--- src/uer_pkg.sv ---
// Shared types and constants for the ultrasonic echo ranger.
package uer_pkg;

    localparam int unsigned DistW   = 16;
    localparam int unsigned CountW  = 16;
    localparam int unsigned PulseW  = 17;
    localparam int unsigned CfgIdxW = 2;
    localparam int unsigned CfgDatW = 16;

    typedef enum logic [CfgIdxW-1:0] {
        REG_TRIGGER_TICKS = 2'd0,
        REG_RISE_TIMEOUT  = 2'd1,
        REG_MAX_OVERFLOWS = 2'd2,
        REG_CM_PER_TICK   = 2'd3
    } t_reg_idx;

    typedef enum logic [1:0] {
        PH_IDLE = 2'd0,
        PH_TRIG = 2'd1,
        PH_WAIT = 2'd2,
        PH_MEAS = 2'd3
    } t_phase;

    typedef enum logic [1:0] {
        ST_OK       = 2'd0,
        ST_NO_ECHO  = 2'd1,
        ST_TOO_LONG = 2'd2
    } t_status;

    typedef struct packed {
        logic [7:0]  trigger_ticks;
        logic [15:0] rise_timeout_ticks;
        logic [7:0]  max_overflows;
        logic [15:0] cm_per_tick_q16;
    } t_cfg;

    typedef struct packed {
        logic              trigger_level;
        logic              busy_res;
        logic              done_res;
        t_status           status;
        logic [DistW-1:0]  distance_cm;
    } t_result;

endpackage

--- src/uer_core.sv ---
// Measurement sequencer: phase state, tick counters and distance scaling.
module uer_core
    import uer_pkg::*;
(
    input  logic    i_clk,
    input  logic    i_rst_n,
    input  logic    i_step,
    input  logic    i_kind,
    input  logic    i_echo_level,
    input  t_cfg    i_cfg,
    output t_result o_result
);

    t_phase              r_phase,     n_phase;
    logic [CountW-1:0]   r_phase_cnt, n_phase_cnt;
    logic [PulseW-1:0]   r_pulse,     n_pulse;

    logic [CountW-1:0]   cnt_inc;
    logic [PulseW-1:0]   pulse_inc;
    logic [PulseW-1:0]   pulse_limit;
    logic [32:0]         prod;
    logic [16:0]         dist_wide;
    logic [DistW-1:0]    dist_sat;

    assign cnt_inc     = r_phase_cnt + 16'd1;
    assign pulse_inc   = r_pulse + 17'd1;
    // (max_overflows + 1) * 256
    assign pulse_limit = {({1'b0, i_cfg.max_overflows} + 9'd1), 8'h00};
    assign prod        = {16'b0, r_pulse} * {17'b0, i_cfg.cm_per_tick_q16};
    assign dist_wide   = prod[32:16];
    assign dist_sat    = dist_wide[16] ? {DistW{1'b1}} : dist_wide[15:0];

    always_ff @(posedge i_clk) begin
        if (!i_rst_n) begin
            r_phase     <= PH_IDLE;
            r_phase_cnt <= '0;
            r_pulse     <= '0;
        end else if (i_step) begin
            r_phase     <= n_phase;
            r_phase_cnt <= n_phase_cnt;
            r_pulse     <= n_pulse;
        end
    end

    always_comb begin
        t_result res;
        res         = '0;
        res.status  = ST_OK;
        n_phase     = r_phase;
        n_phase_cnt = r_phase_cnt;
        n_pulse     = r_pulse;

        if (i_kind) begin
            if (r_phase == PH_IDLE) begin
                n_phase           = PH_TRIG;
                n_phase_cnt       = '0;
                n_pulse           = '0;
                res.trigger_level = 1'b1;
            end else begin
                res.trigger_level = (r_phase == PH_TRIG);
            end
        end else begin
            unique case (r_phase)
                PH_TRIG: begin
                    res.trigger_level = 1'b1;
                    n_phase_cnt       = cnt_inc;
                    if (cnt_inc >= {8'b0, i_cfg.trigger_ticks}) begin
                        n_phase     = PH_WAIT;
                        n_phase_cnt = '0;
                    end
                end
                PH_WAIT: begin
                    if (i_echo_level) begin
                        // first high tick already counts as pulse time
                        n_phase     = PH_MEAS;
                        n_phase_cnt = '0;
                        n_pulse     = 17'd1;
                    end else begin
                        n_phase_cnt = cnt_inc;
                        if (cnt_inc >= i_cfg.rise_timeout_ticks) begin
                            n_phase      = PH_IDLE;
                            n_phase_cnt  = '0;
                            res.done_res = 1'b1;
                            res.status   = ST_NO_ECHO;
                        end
                    end
                end
                PH_MEAS: begin
                    if (i_echo_level) begin
                        n_pulse = pulse_inc;
                        if (pulse_inc >= pulse_limit) begin
                            n_phase      = PH_IDLE;
                            n_pulse      = '0;
                            res.done_res = 1'b1;
                            res.status   = ST_TOO_LONG;
                        end
                    end else begin
                        n_phase         = PH_IDLE;
                        n_pulse         = '0;
                        res.done_res    = 1'b1;
                        res.distance_cm = dist_sat;
                    end
                end
                default: begin
                end
            endcase
        end

        res.busy_res = (n_phase != PH_IDLE);
        o_result     = res;
    end

endmodule

--- src/ultrasonic_echo_ranger.sv ---
// Top level of the ultrasonic echo ranger: config registers, sequencer, output stage.
//
//  channel  direction  handshake               payload
//  in       to block   i_in_valid/o_in_ready   i_kind, i_echo_level
//  out      from block o_out_valid/i_out_ready o_trigger_level, o_busy_res, o_done_res,
//                                              o_status, o_distance_cm
//  cfg      to block   i_cfg_valid/o_cfg_ready i_cfg_index, i_cfg_data
//
// One request per clock while o_in_ready is high; its result is written to the output register.
// The sequencer state and the 17x16 distance multiply sit before that register.
// A skid register holds one result while the output is stalled, so o_in_ready
// is a flop and drops only after two unread results.
// Synchronous active-low reset: idle phase, config back to defaults, no results.
module ultrasonic_echo_ranger
    import uer_pkg::*;
(
    input  logic                i_clk,
    input  logic                i_rst_n,
    input  logic                i_in_valid,
    output logic                o_in_ready,
    input  logic                i_kind,
    input  logic                i_echo_level,
    output logic                o_out_valid,
    input  logic                i_out_ready,
    output logic                o_trigger_level,
    output logic                o_busy_res,
    output logic                o_done_res,
    output logic [1:0]          o_status,
    output logic [DistW-1:0]    o_distance_cm,
    input  logic                i_cfg_valid,
    output logic                o_cfg_ready,
    input  logic [CfgIdxW-1:0]  i_cfg_index,
    input  logic [CfgDatW-1:0]  i_cfg_data
);

    t_cfg    r_cfg;
    t_result core_res;
    t_result r_out;
    t_result r_skid;
    logic    r_out_valid;
    logic    r_skid_valid;
    logic    in_accept;
    logic    out_free;

    assign o_cfg_ready = 1'b1;
    assign o_in_ready  = !r_skid_valid;
    assign in_accept   = i_in_valid && o_in_ready;
    assign out_free    = !r_out_valid || i_out_ready;

    always_ff @(posedge i_clk) begin
        if (!i_rst_n) begin
            r_cfg.trigger_ticks      <= 8'd3;
            r_cfg.rise_timeout_ticks <= 16'd40000;
            r_cfg.max_overflows      <= 8'd250;
            r_cfg.cm_per_tick_q16    <= 16'd4496;
        end else if (i_cfg_valid && o_cfg_ready) begin
            unique case (t_reg_idx'(i_cfg_index))
                REG_TRIGGER_TICKS: r_cfg.trigger_ticks      <= i_cfg_data[7:0];
                REG_RISE_TIMEOUT:  r_cfg.rise_timeout_ticks <= i_cfg_data;
                REG_MAX_OVERFLOWS: r_cfg.max_overflows      <= i_cfg_data[7:0];
                REG_CM_PER_TICK:   r_cfg.cm_per_tick_q16    <= i_cfg_data;
                default: begin
                end
            endcase
        end
    end

    uer_core u_core (
        .i_clk        (i_clk),
        .i_rst_n      (i_rst_n),
        .i_step       (in_accept),
        .i_kind       (i_kind),
        .i_echo_level (i_echo_level),
        .i_cfg        (r_cfg),
        .o_result     (core_res)
    );

    // output register + skid: valid flags
    always_ff @(posedge i_clk) begin
        if (!i_rst_n) begin
            r_out_valid  <= 1'b0;
            r_skid_valid <= 1'b0;
        end else if (out_free) begin
            if (r_skid_valid) begin
                r_out_valid  <= 1'b1;
                r_skid_valid <= 1'b0;
            end else begin
                r_out_valid  <= in_accept;
            end
        end else if (in_accept) begin
            r_skid_valid <= 1'b1;
        end
    end

    always_ff @(posedge i_clk) begin
        if (out_free) begin
            if (r_skid_valid) begin
                r_out <= r_skid;
            end else if (in_accept) begin
                r_out <= core_res;
            end
        end else if (in_accept) begin
            r_skid <= core_res;
        end
    end

    assign o_out_valid     = r_out_valid;
    assign o_trigger_level = r_out.trigger_level;
    assign o_busy_res      = r_out.busy_res;
    assign o_done_res      = r_out.done_res;
    assign o_status        = r_out.status;
    assign o_distance_cm   = r_out.distance_cm;

    a_skid_needs_out: assert property (@(posedge i_clk) disable iff (!i_rst_n)
        r_skid_valid |-> r_out_valid)
        else $error("skid holds a result while the output register is empty");

    a_done_not_busy: assert property (@(posedge i_clk) disable iff (!i_rst_n)
        (r_out_valid && r_out.done_res) |-> !r_out.busy_res)
        else $error("measurement ended but still busy");

    a_quiet_unless_done: assert property (@(posedge i_clk) disable iff (!i_rst_n)
        (r_out_valid && !r_out.done_res) |->
            (r_out.status == ST_OK && r_out.distance_cm == '0))
        else $error("status or distance set without done");

    a_error_no_distance: assert property (@(posedge i_clk) disable iff (!i_rst_n)
        (r_out_valid && r_out.status != ST_OK) |-> (r_out.distance_cm == '0))
        else $error("distance reported on an error result");

    a_stall_keeps_skid: assert property (@(posedge i_clk) disable iff (!i_rst_n)
        (r_skid_valid && !i_out_ready) |=> (r_skid_valid && $stable(r_skid)))
        else $error("skid result lost during output stall");

endmodule

--- config.mk ---
export PLATFORM = sky130hd
export DESIGN_NAME = ultrasonic_echo_ranger
export DESIGN_NICKNAME = d
export VERILOG_FILES = /design/src/uer_pkg.sv /design/src/uer_core.sv /design/src/ultrasonic_echo_ranger.sv
export SDC_FILE = /design/constraint.sdc
export NUM_CORES = 1
export LEC_CHECK = 0
export ABC_AREA = 1
export BUFFER_PORTS_ARGS = -buffer_cell sky130_fd_sc_hd__buf_2
export CAP_MARGIN = 10
export CORE_ASPECT_RATIO = 0.7
export CORE_UTILIZATION = 65
export CTS_CLUSTER_SIZE = 30
export DETAILED_ROUTE_END_ITERATION = 6
export PLACE_DENSITY = 0.93
export SETUP_SLACK_MARGIN = 0.02
export SLEW_MARGIN = 20
export SYNTH_ARGS = -nofsm -noshare
export SYNTH_HDL_FRONTEND = slang
export SYNTH_SLANG_ARGS = --single-unit
--- constraint.sdc ---
create_clock -name i_clk -period 6.6 [get_ports i_clk]
set_input_delay 0.33 -clock i_clk [delete_from_list [all_inputs] [get_ports i_clk]]
set_output_delay 0.33 -clock i_clk [all_outputs]
set_load 0.03 [all_outputs]
==> results of run 1 <==
state kept, by name (all words and copies together), names as in the netlist, 2 cells and up:
| register | cells |
|---|---|
| r_cfg | 48 |
| r_skid | 21 |
| u_core.r_pulse | 17 |
| o_distance_cm | 16 |
| u_core.r_phase_cnt | 16 |
| o_status | 2 |
| u_core.r_phase | 2 |
power groups by stage:
stage / registers, mW / logic [mW] / clock network, mW
after global routing: 0.874 / 0.223 / 0.943
after CTS: 0.870 / 0.201 / 0.906
final: 0.873 / 0.209 / 0.914
after detailed placement: 0.885 / 0.196 / 0
after global placement: 0.885 / 0.187 / 0
after floorplan: 0.880 / 0.126 / 0
cell families (layout without fill, tap and decap cells):
group | after synthesis | in the layout | share of synthesized area
buffers and inverters | 616 | 634 | 0.144
adders and majority gates | 346 | 346 | 0.361
DFF | 127 | 127 | 0.182
and+or+nand+nor | 889 | 889 | 0.227
xor gates and xnor gates | 28 | 28 | 0.0150
AOI/OAI and AO/OA | 204 | 204 | 0.0718
other | 1 | 1 | 0.000230
cell usage in the layout, fill, tap and decap left out, drive strengths merged, types with 64 or more instances in the layout:
cell and count:
a21oi 98, buf 84, dfxtp 85, fa 207
ha 139, inv 517, nand2 625, nand3 82
nor2 126, o21ai 64
through the flow:
| stage | hold WS, ps | util | setup slack (ps) | instance area [sq um] | power [mW] |
|---|---|---|---|---|---|
| after global routing | 165 | 0.708 | 21.1 | 17400 | 2.04 |
| after CTS | 159 | 0.707 | 50.5 | 17400 | 1.98 |
| after detailed placement | 455 | 0.684 | 32.1 | 16800 | 1.08 |
| after global placement | 448 | 0.684 | 138 | 16800 | 1.07 |
| after floorplan | 435 | - | 623 | 16300 | 1.01 |
| final | 166 | 0.708 | 289 | 17400 | 2.00 |
per-layer routing:
metal	part of all wire	global-route usage	vias to the layer above
met3	0.14	0.121	227
li1	-	-	6618
met5	0	0	-
met1	0.38	0.510	6924
met2	0.44	0.580	1139
met4	0.043	0.157	0
critical path, cell delays in order (launching register included):
cell	delay [ps]
sky130_fd_sc_hd__dfxtp_2	470
sky130_fd_sc_hd__buf_4	250
sky130_fd_sc_hd__nand2_1	110
sky130_fd_sc_hd__fa_1	560
sky130_fd_sc_hd__inv_1	70
sky130_fd_sc_hd__fa_1	500
sky130_fd_sc_hd__fa_1	530
sky130_fd_sc_hd__fa_1	520
sky130_fd_sc_hd__fa_1	560
sky130_fd_sc_hd__inv_1	60
sky130_fd_sc_hd__fa_1	540
sky130_fd_sc_hd__inv_1	50
sky130_fd_sc_hd__ha_1	410
sky130_fd_sc_hd__nand2_1	110
sky130_fd_sc_hd__nand2_1	80
sky130_fd_sc_hd__a31oi_1	270
sky130_fd_sc_hd__o21ai_0	240
sky130_fd_sc_hd__a21oi_1	290
sky130_fd_sc_hd__nand2_1	90
sky130_fd_sc_hd__nand2_1	80
sky130_fd_sc_hd__nand3_1	100
sky130_fd_sc_hd__nand3_1	90
sky130_fd_sc_hd__nand2_1	60
final timing paths:
kind | from | endpoint | slack [ps] | depth (start not counted)
max | r_cfg[8]$_SDFFE_PN1P_ | o_distance_cm[15]$_DFFE_PP_ | 290 | 22
min | i_cfg_data[11] | r_cfg[11]$_SDFFE_PN0P_ | 170 | 3
max reg2reg | r_cfg[8]$_SDFFE_PN1P_ | o_distance_cm[15]$_DFFE_PP_ | 290 | 22
min reg2reg | r_cfg[42]$_SDFFE_PN0P_ | r_cfg[42]$_SDFFE_PN0P_ | 460 | 2
cell type report:
cell class	count	share of cell area
well taps	325	0.0233
repair buffers	84	0.0298
flip-flops and latches	127	0.172
clock buffers	25	0.0291
clock inverters	6	0.00323
inverters	519	0.112
multi-input cells	1468	0.631
what timing repair did:
| item | CTS | global route |
|---|---|---|
| setup endpoints to repair | 18 | 32 |
| resized for setup | 2 | 29 |
| pin swaps | 0 | 0 |
==> Flow_metrics.wiki, run 1 <==
{| class="wikitable"
! Metric !! Value
|-
| Result of the run || complete, but fails checks
|-
| Failing checks || design-rule violations
|-
| Overall die height || ~130 um
|-
| CTS buffer count || 17
|-
| Total number of vias || approximately 15000
|-
| Overall Global Routing Usage || 0.383
|-
| Clock share of power || 0.458
|-
| Psw || roughly 0.54 mW
|-
| Cells taking the most area after synthesis || sky130_fd_sc_hd__fa_1, sky130_fd_sc_hd__nand2_1, sky130_fd_sc_hd__inv_1, sky130_fd_sc_hd__ha_1, sky130_fd_sc_hd__dfxtp_1
|-
| P_int || 1.46 mW
|-
| Max Cap Violations || 0
|-
| Port Buffer Count || 47
|-
| FP Rows || 48
|-
| Via count of the first global-routing pass || roughly 15000
|-
| CP Data Arrival Time || ~6500 ps
|-
| Minimum clock period || 6310 ps
|-
| Detailed-placement wirelength estimate || approximately 36000 um
|-
| Type of the tightest min-delay check || in -> reg
|-
| I/O pin count || 49
|-
| Buffers from clock root to sink, at most || 2
|-
| Clock latency on the worst-skew pair || between 400 and 500 ps
|-
| Critical path type || reg -> reg
|-
| Final hold viol count || 0
|-
| GR Overflow Total || 0
|-
| Maximum number of pins on one net before global-route repair || 52
|-
| Pin slew with the least headroom to its limit || a little over 900 ps
|-
| Placed cell count || around 2500
|-
| Multi-input gate area || between 0.01 and 0.015 sq mm
|-
| Leakage component of the power || roughly 9.6 nW
|-
| Avg Cell Area, Syn || between 7 and 8 sq um
|-
| Final Slew Violations || 0
|-
| Post-Syn Area || between 0.015 and 0.02 sq mm
|-
| Clock transition at the registers of the reported paths || ~60 ps
|-
| Effective utilization at floorplan || 0.662
|-
| Die Width || approximately 190 um
|-
| Total of endpoints with negative setup slack in the final report || 0
|-
| Most frequent cell after synthesis || sky130_fd_sc_hd__nand2_1
|-
| Flop and latch count out of synthesis || ~130
|-
| Number of antenna-violating nets in the routed design || 0
|-
| Gate Count Post-Synth || approximately 2200
|-
| Setup repair after global routing missed its margin || false
|-
| Filler Cells Inserted || 1731
|-
| Area taken by flip-flops and latches || about 0.0030 sq mm
|-
| Worst voltage drop across the vdd grid || roughly 0.23 mV
|-
| Antenna violations before repair || 0
|-
| Placer Congestion || between 1 and 1.5
|-
| Number of warnings reported in the yosys synthesis log || 0
|-
| H-tree levels || 4
|-
| Highest attainable clock frequency || ~0.16 GHz
|-
| Clock tree from TritonCTS || done
|-
| Number of search-and-repair iterations in the first detailed-routing pass || 7
|-
| Library cell occupying the most area in the post-synthesis netlist || sky130_fd_sc_hd__fa_1
|-
| Endpoint kind of the worst setup timing path || register
|-
| Setup Buffers After CTS || 0
|-
| Proportion of netlist area held by the largest area contributor || 0.254
|-
| Clock Sinks || 127
|-
| Post-route non-filler standard cell count || approximately 2600
|-
| Routed WL per cell || roughly 19 um
|-
| Number of design-rule violations left by the first detailed-router iteration || 1892
|-
| Number of buffers added to fix hold violations after cts || 0
|-
| Commonest cells in the synthesized netlist || sky130_fd_sc_hd__nand2_1, sky130_fd_sc_hd__inv_1, sky130_fd_sc_hd__fa_1
|-
| Most frequently used flop master after synthesis || sky130_fd_sc_hd__dfxtp_1
|-
| Power share of the combinational group || 0.105
|-
| Share of cells above drive strength 1 || 0.0879
|-
| Proportion of register bits with asynchronous set or reset after synthesis || 0
|-
| Buffer cell driving the clock tree root || sky130_fd_sc_hd__clkbuf_16
|-
| Post-synth net total || 2582
|-
| Standard cell core area || around 0.025 sq mm
|-
| Die Outline Area || 0.0257 sq mm
|-
| Nets || ~2600
|-
| Wire length of the first global-routing pass || roughly 76000 um
|-
| Largest clock skew in the final design || ~8 ps
|-
| Power density of the placed cells || 114 mW/mm^2
|-
| Startpoint type of the worst setup path || register
|-
| Drt drc || 2
|-
| Number of diodes added for antenna fixing || 0
|-
| Area growth from synthesis to layout || 6.96%
|-
| Data required time of the worst path || slightly below 7000 ps
|-
| Share of the clock period used by the worst path || 0.956
|-
| Power share of the sequential group || 0.438
|-
| Wire length after detailed routing || roughly 47000 um
|-
| Final sum of negative setup slack || 0 ps
|-
| Worst rel slew slack || 0.388
|-
| Average via count per standard cell || roughly 5.8
|-
| Synth unique cells || 46
|-
| EDFF count, synth || 42
|-
| Portion of the post-synthesis area used by sequential elements || 0.182
|-
| Switching part of the total || 0.270
|-
| Maximum fanout encountered on the critical timing path || 10
|}
No activity file was read; power rests on OpenSTA's default activity.
==> run 2: changes to the inputs <==
- RECOVER_POWER: unset -> 50
==> run 2 against run 1 <==
Net effect: the flow finishes with violations (design-rule violations, max-capacitance violations, max-slew violations); clock-buffer cell count did not move; power down 0.19%; combinational power shrank 2%; global-route usage unchanged; clock power about the same; utilization decreased by 0.20 points; via count is 0.67% lower; non-clock buffer count is the same; first-iteration DRC count fell by 1.6%; cell count unchanged; sequential power about the same; critical path type unchanged; highest routed layer unchanged.
==> Flow_metrics.wiki, run 2 (synthesis gave the netlist of run 1 again) <==
{| class="wikitable"
! Metric !! Value
|-
| Result of the run || complete, but fails checks
|-
| Total number of vias || 14808 (-0.67%)
|-
| Worst voltage drop across the vdd grid || 0.227 mV (about the same)
|-
| Share of cells above drive strength 1 || 0.0745 (-0.0135)
|-
| Number of search-and-repair iterations in the first detailed-routing pass || 7 (unchanged)
|-
| Number of antenna-violating nets in the routed design || 0 (unchanged)
|-
| Pin slew with the least headroom to its limit || 2190 ps (+1280 ps)
|-
| Final sum of negative setup slack || 0 ps (unchanged)
|-
| Die Width || 191 um (unchanged)
|-
| Clock latency on the worst-skew pair || 440 ps (about the same)
|-
| Minimum clock period || 6310 ps (+2.16 ps)
|-
| Largest clock skew in the final design || 8.87 ps (+0.886 ps)
|-
| Dpl ws || 32.1 ps (unchanged)
|-
| Clock tree from TritonCTS || done
|-
| Number of diodes added for antenna fixing || 0 (unchanged)
|-
| Wire length of the first global-routing pass || 75900 um (unchanged)
|-
| Standard cell core area || 0.0246 sq mm (unchanged)
|-
| Area growth from synthesis to layout || 6.66%
|-
| Drt drc || 1 (-1)
|-
| Smallest setup slack after layout || 287 ps (-2.16 ps)
|-
| Max Cap Violations || 2 (+2)
|-
| Leakage component of the power || 9.48 nW (-0.94%)
|-
| Placer Congestion || 1.00 (unchanged)
|-
| Overall Global Routing Usage || 0.383 (unchanged)
|-
| Nets || 2588 (unchanged)
|-
| Routed WL per cell || 18.5 um (-0.35%)
|-
| Antenna violations before repair || 0 (unchanged)
|-
| Cell type of the slowest stage on the worst timing path || sky130_fd_sc_hd__fa_1
|-
| I/O pin count || 49 (unchanged)
|-
| Largest register FFs || 48 (unchanged)
|-
| Type of the tightest min-delay check || in -> reg
|-
| Critical path type || reg -> reg
|-
| Maximum fanout encountered on the critical timing path || 10 (unchanged)
|-
| Most used cells in the layout excluding fill and tap cells || sky130_fd_sc_hd__nand2_1, sky130_fd_sc_hd__inv_1, sky130_fd_sc_hd__fa_1
|-
| Number of design-rule violations left by the first detailed-router iteration || 1861 (-1.6%)
|-
| Via count of the first global-routing pass || 15054 (unchanged)
|-
| CTS buffer count || 17 (unchanged)
|-
| GR Overflow Total || 0 (unchanged)
|-
| Share of the clock period used by the worst path || 0.956 (about the same)
|-
| Startpoint type of the worst setup path || register
|-
| Data required time of the worst path || 6790 ps (about the same)
|-
| Die Outline Area || 0.0257 sq mm (unchanged)
|-
| Largest registers || r_cfg x48, r_skid x21, u_core.r_pulse x17
|-
| Wire length after detailed routing || 47200 um (-0.35%)
|-
| Port Buffer Count || 47 (unchanged)
|-
| Post-route non-filler standard cell count || 2554 (unchanged)
|-
| Total of endpoints with negative setup slack in the final report || 0 (unchanged)
|-
| Buffer cell driving the clock tree root || sky130_fd_sc_hd__clkbuf_16
|-
| Worst rel slew slack || -0.463 (-0.851)
|-
| Final Slew Violations || 88 (+88)
|-
| Detailed-placement wirelength estimate || 36400 um (unchanged)
|-
| Clock Sinks || 127 (unchanged)
|-
| CP Data Arrival Time || 6500 ps (about the same)
|-
| Clock transition at the registers of the reported paths || 60 ps (about the same)
|-
| H-tree levels || 4 (unchanged)
|-
| Worst stage delay on the critical path || 560 ps (about the same)
|-
| Highest attainable clock frequency || 0.158 GHz (about the same)
|-
| Worst-path cell chain || buf_4 -> nand2_1 -> fa_1 -> inv_1 -> fa_1 -> fa_1 -> fa_1 -> fa_1 -> inv_1 -> fa_1 -> inv_1 -> ha_1 -> nand2_1 -> nand2_1 -> a31oi_1 -> o21ai_0 -> a21oi_1 -> nand2_1 -> nand2_1 -> nand3_1 -> nand3_1 -> nand2_1
|-
| Endpoint kind of the worst setup timing path || register
|-
| FP Rows || 48 (unchanged)
|-
| Power density of the placed cells || 115 mW/mm^2 (about the same)
|-
| Average via count per standard cell || 5.80 (-0.67%)
|-
| Maximum number of pins on one net before global-route repair || 52 (unchanged)
|-
| Failing checks || design-rule violations, max-capacitance violations, max-slew violations
|-
| Effective utilization at floorplan || 0.662 (unchanged)
|-
| Buffers from clock root to sink, at most || 2 (unchanged)
|-
| Setup repair after global routing missed its margin || false
|-
| Biggest register || r_cfg
|-
| Leading cell type in the layout, fill and taps excluded || sky130_fd_sc_hd__nand2_1
|-
| Final hold viol count || 0 (unchanged)
|-
| Placed cell count || 2523 (unchanged)
|-
| Setup Buffers After CTS || 0 (unchanged)
|-
| Overall die height || 135 um (unchanged)
|}
run 2: cell types whose count changed in the layout (fill, tap and decap cells not counted):
cell | before | now
sky130_fd_sc_hd__nor2_1 | 114 | 115
sky130_fd_sc_hd__buf_4 | 35 | 32
sky130_fd_sc_hd__clkinv_1 | 3 | 4
sky130_fd_sc_hd__inv_1 | 503 | 504
sky130_fd_sc_hd__nor2_4 | 5 | 4
sky130_fd_sc_hd__buf_2 | 47 | 23
sky130_fd_sc_hd__inv_2 | 13 | 11
sky130_fd_sc_hd__clkbuf_1 | 4 | 31
run 2: timing repair:
action / CTS / global route
hold buffers: 0 / 0
pin swaps: 0 / 0
endpoints found under the setup margin: 18 / 32
gates resized for setup: 2 / 29
run 2: metal layers:
| metal | share of wire | routed length (um) | global-route usage |
|---|---|---|---|
| met3 | 0.14 | 6720 | 0.121 |
| met1 | 0.38 | 17800 | 0.510 |
| met5 | 0 | 0 | 0 |
| met2 | 0.44 | 20600 | 0.580 |
| met4 | 0.044 | 2100 | 0.157 |
run 2: worst max-delay path, delay by kind of cell, from the launching register on:
family	cells	cell delay (ps)
compound gates	3	810
simple gates	8	710
fa+ha+maj	7	3630
flops	1	460
buf+inv	4	430
run 2: metrics by stage:
step	cell area, sq um	hold slack, ps	util	power [mW]
final	17400	162	0.706	1.99
after detailed placement	16800	455	0.684	1.08
after floorplan	16300	435	-	1.01
after global placement	16800	448	0.684	1.07
after CTS	17400	159	0.707	1.98
after global routing	17400	165	0.706	2.04
run 2: worst paths after layout:
kind	from	to	slack, ps	cells past startpoint
setup / recovery	r_cfg[8]$_SDFFE_PN1P_	o_distance_cm[15]$_DFFE_PP_	290	22
setup reg to reg	r_cfg[8]$_SDFFE_PN1P_	o_distance_cm[15]$_DFFE_PP_	290	22
hold / removal	i_cfg_data[11]	r_cfg[11]$_SDFFE_PN0P_	160	3
hold reg to reg	r_cfg[42]$_SDFFE_PN0P_	r_cfg[42]$_SDFFE_PN0P_	470	2
run 2: layout make-up:
class / count / area (sq um)
clock buffer: 25 / 507
clock inverter: 6 / 56.3
fill: 1751 / 7230
inverter: 519 / 1950
multi-input combinational: 1468 / 11000
sequential: 127 / 3000
tap: 325 / 407
timing repair buffer: 84 / 479
run 2: report_power, final:
part           switching (mW)  total (mW)  internal (mW)  leakage [nW]
clock network           0.349       0.914          0.565         0.282
logic                   0.153       0.205         0.0524          8.10
registers              0.0362       0.874          0.837          1.10
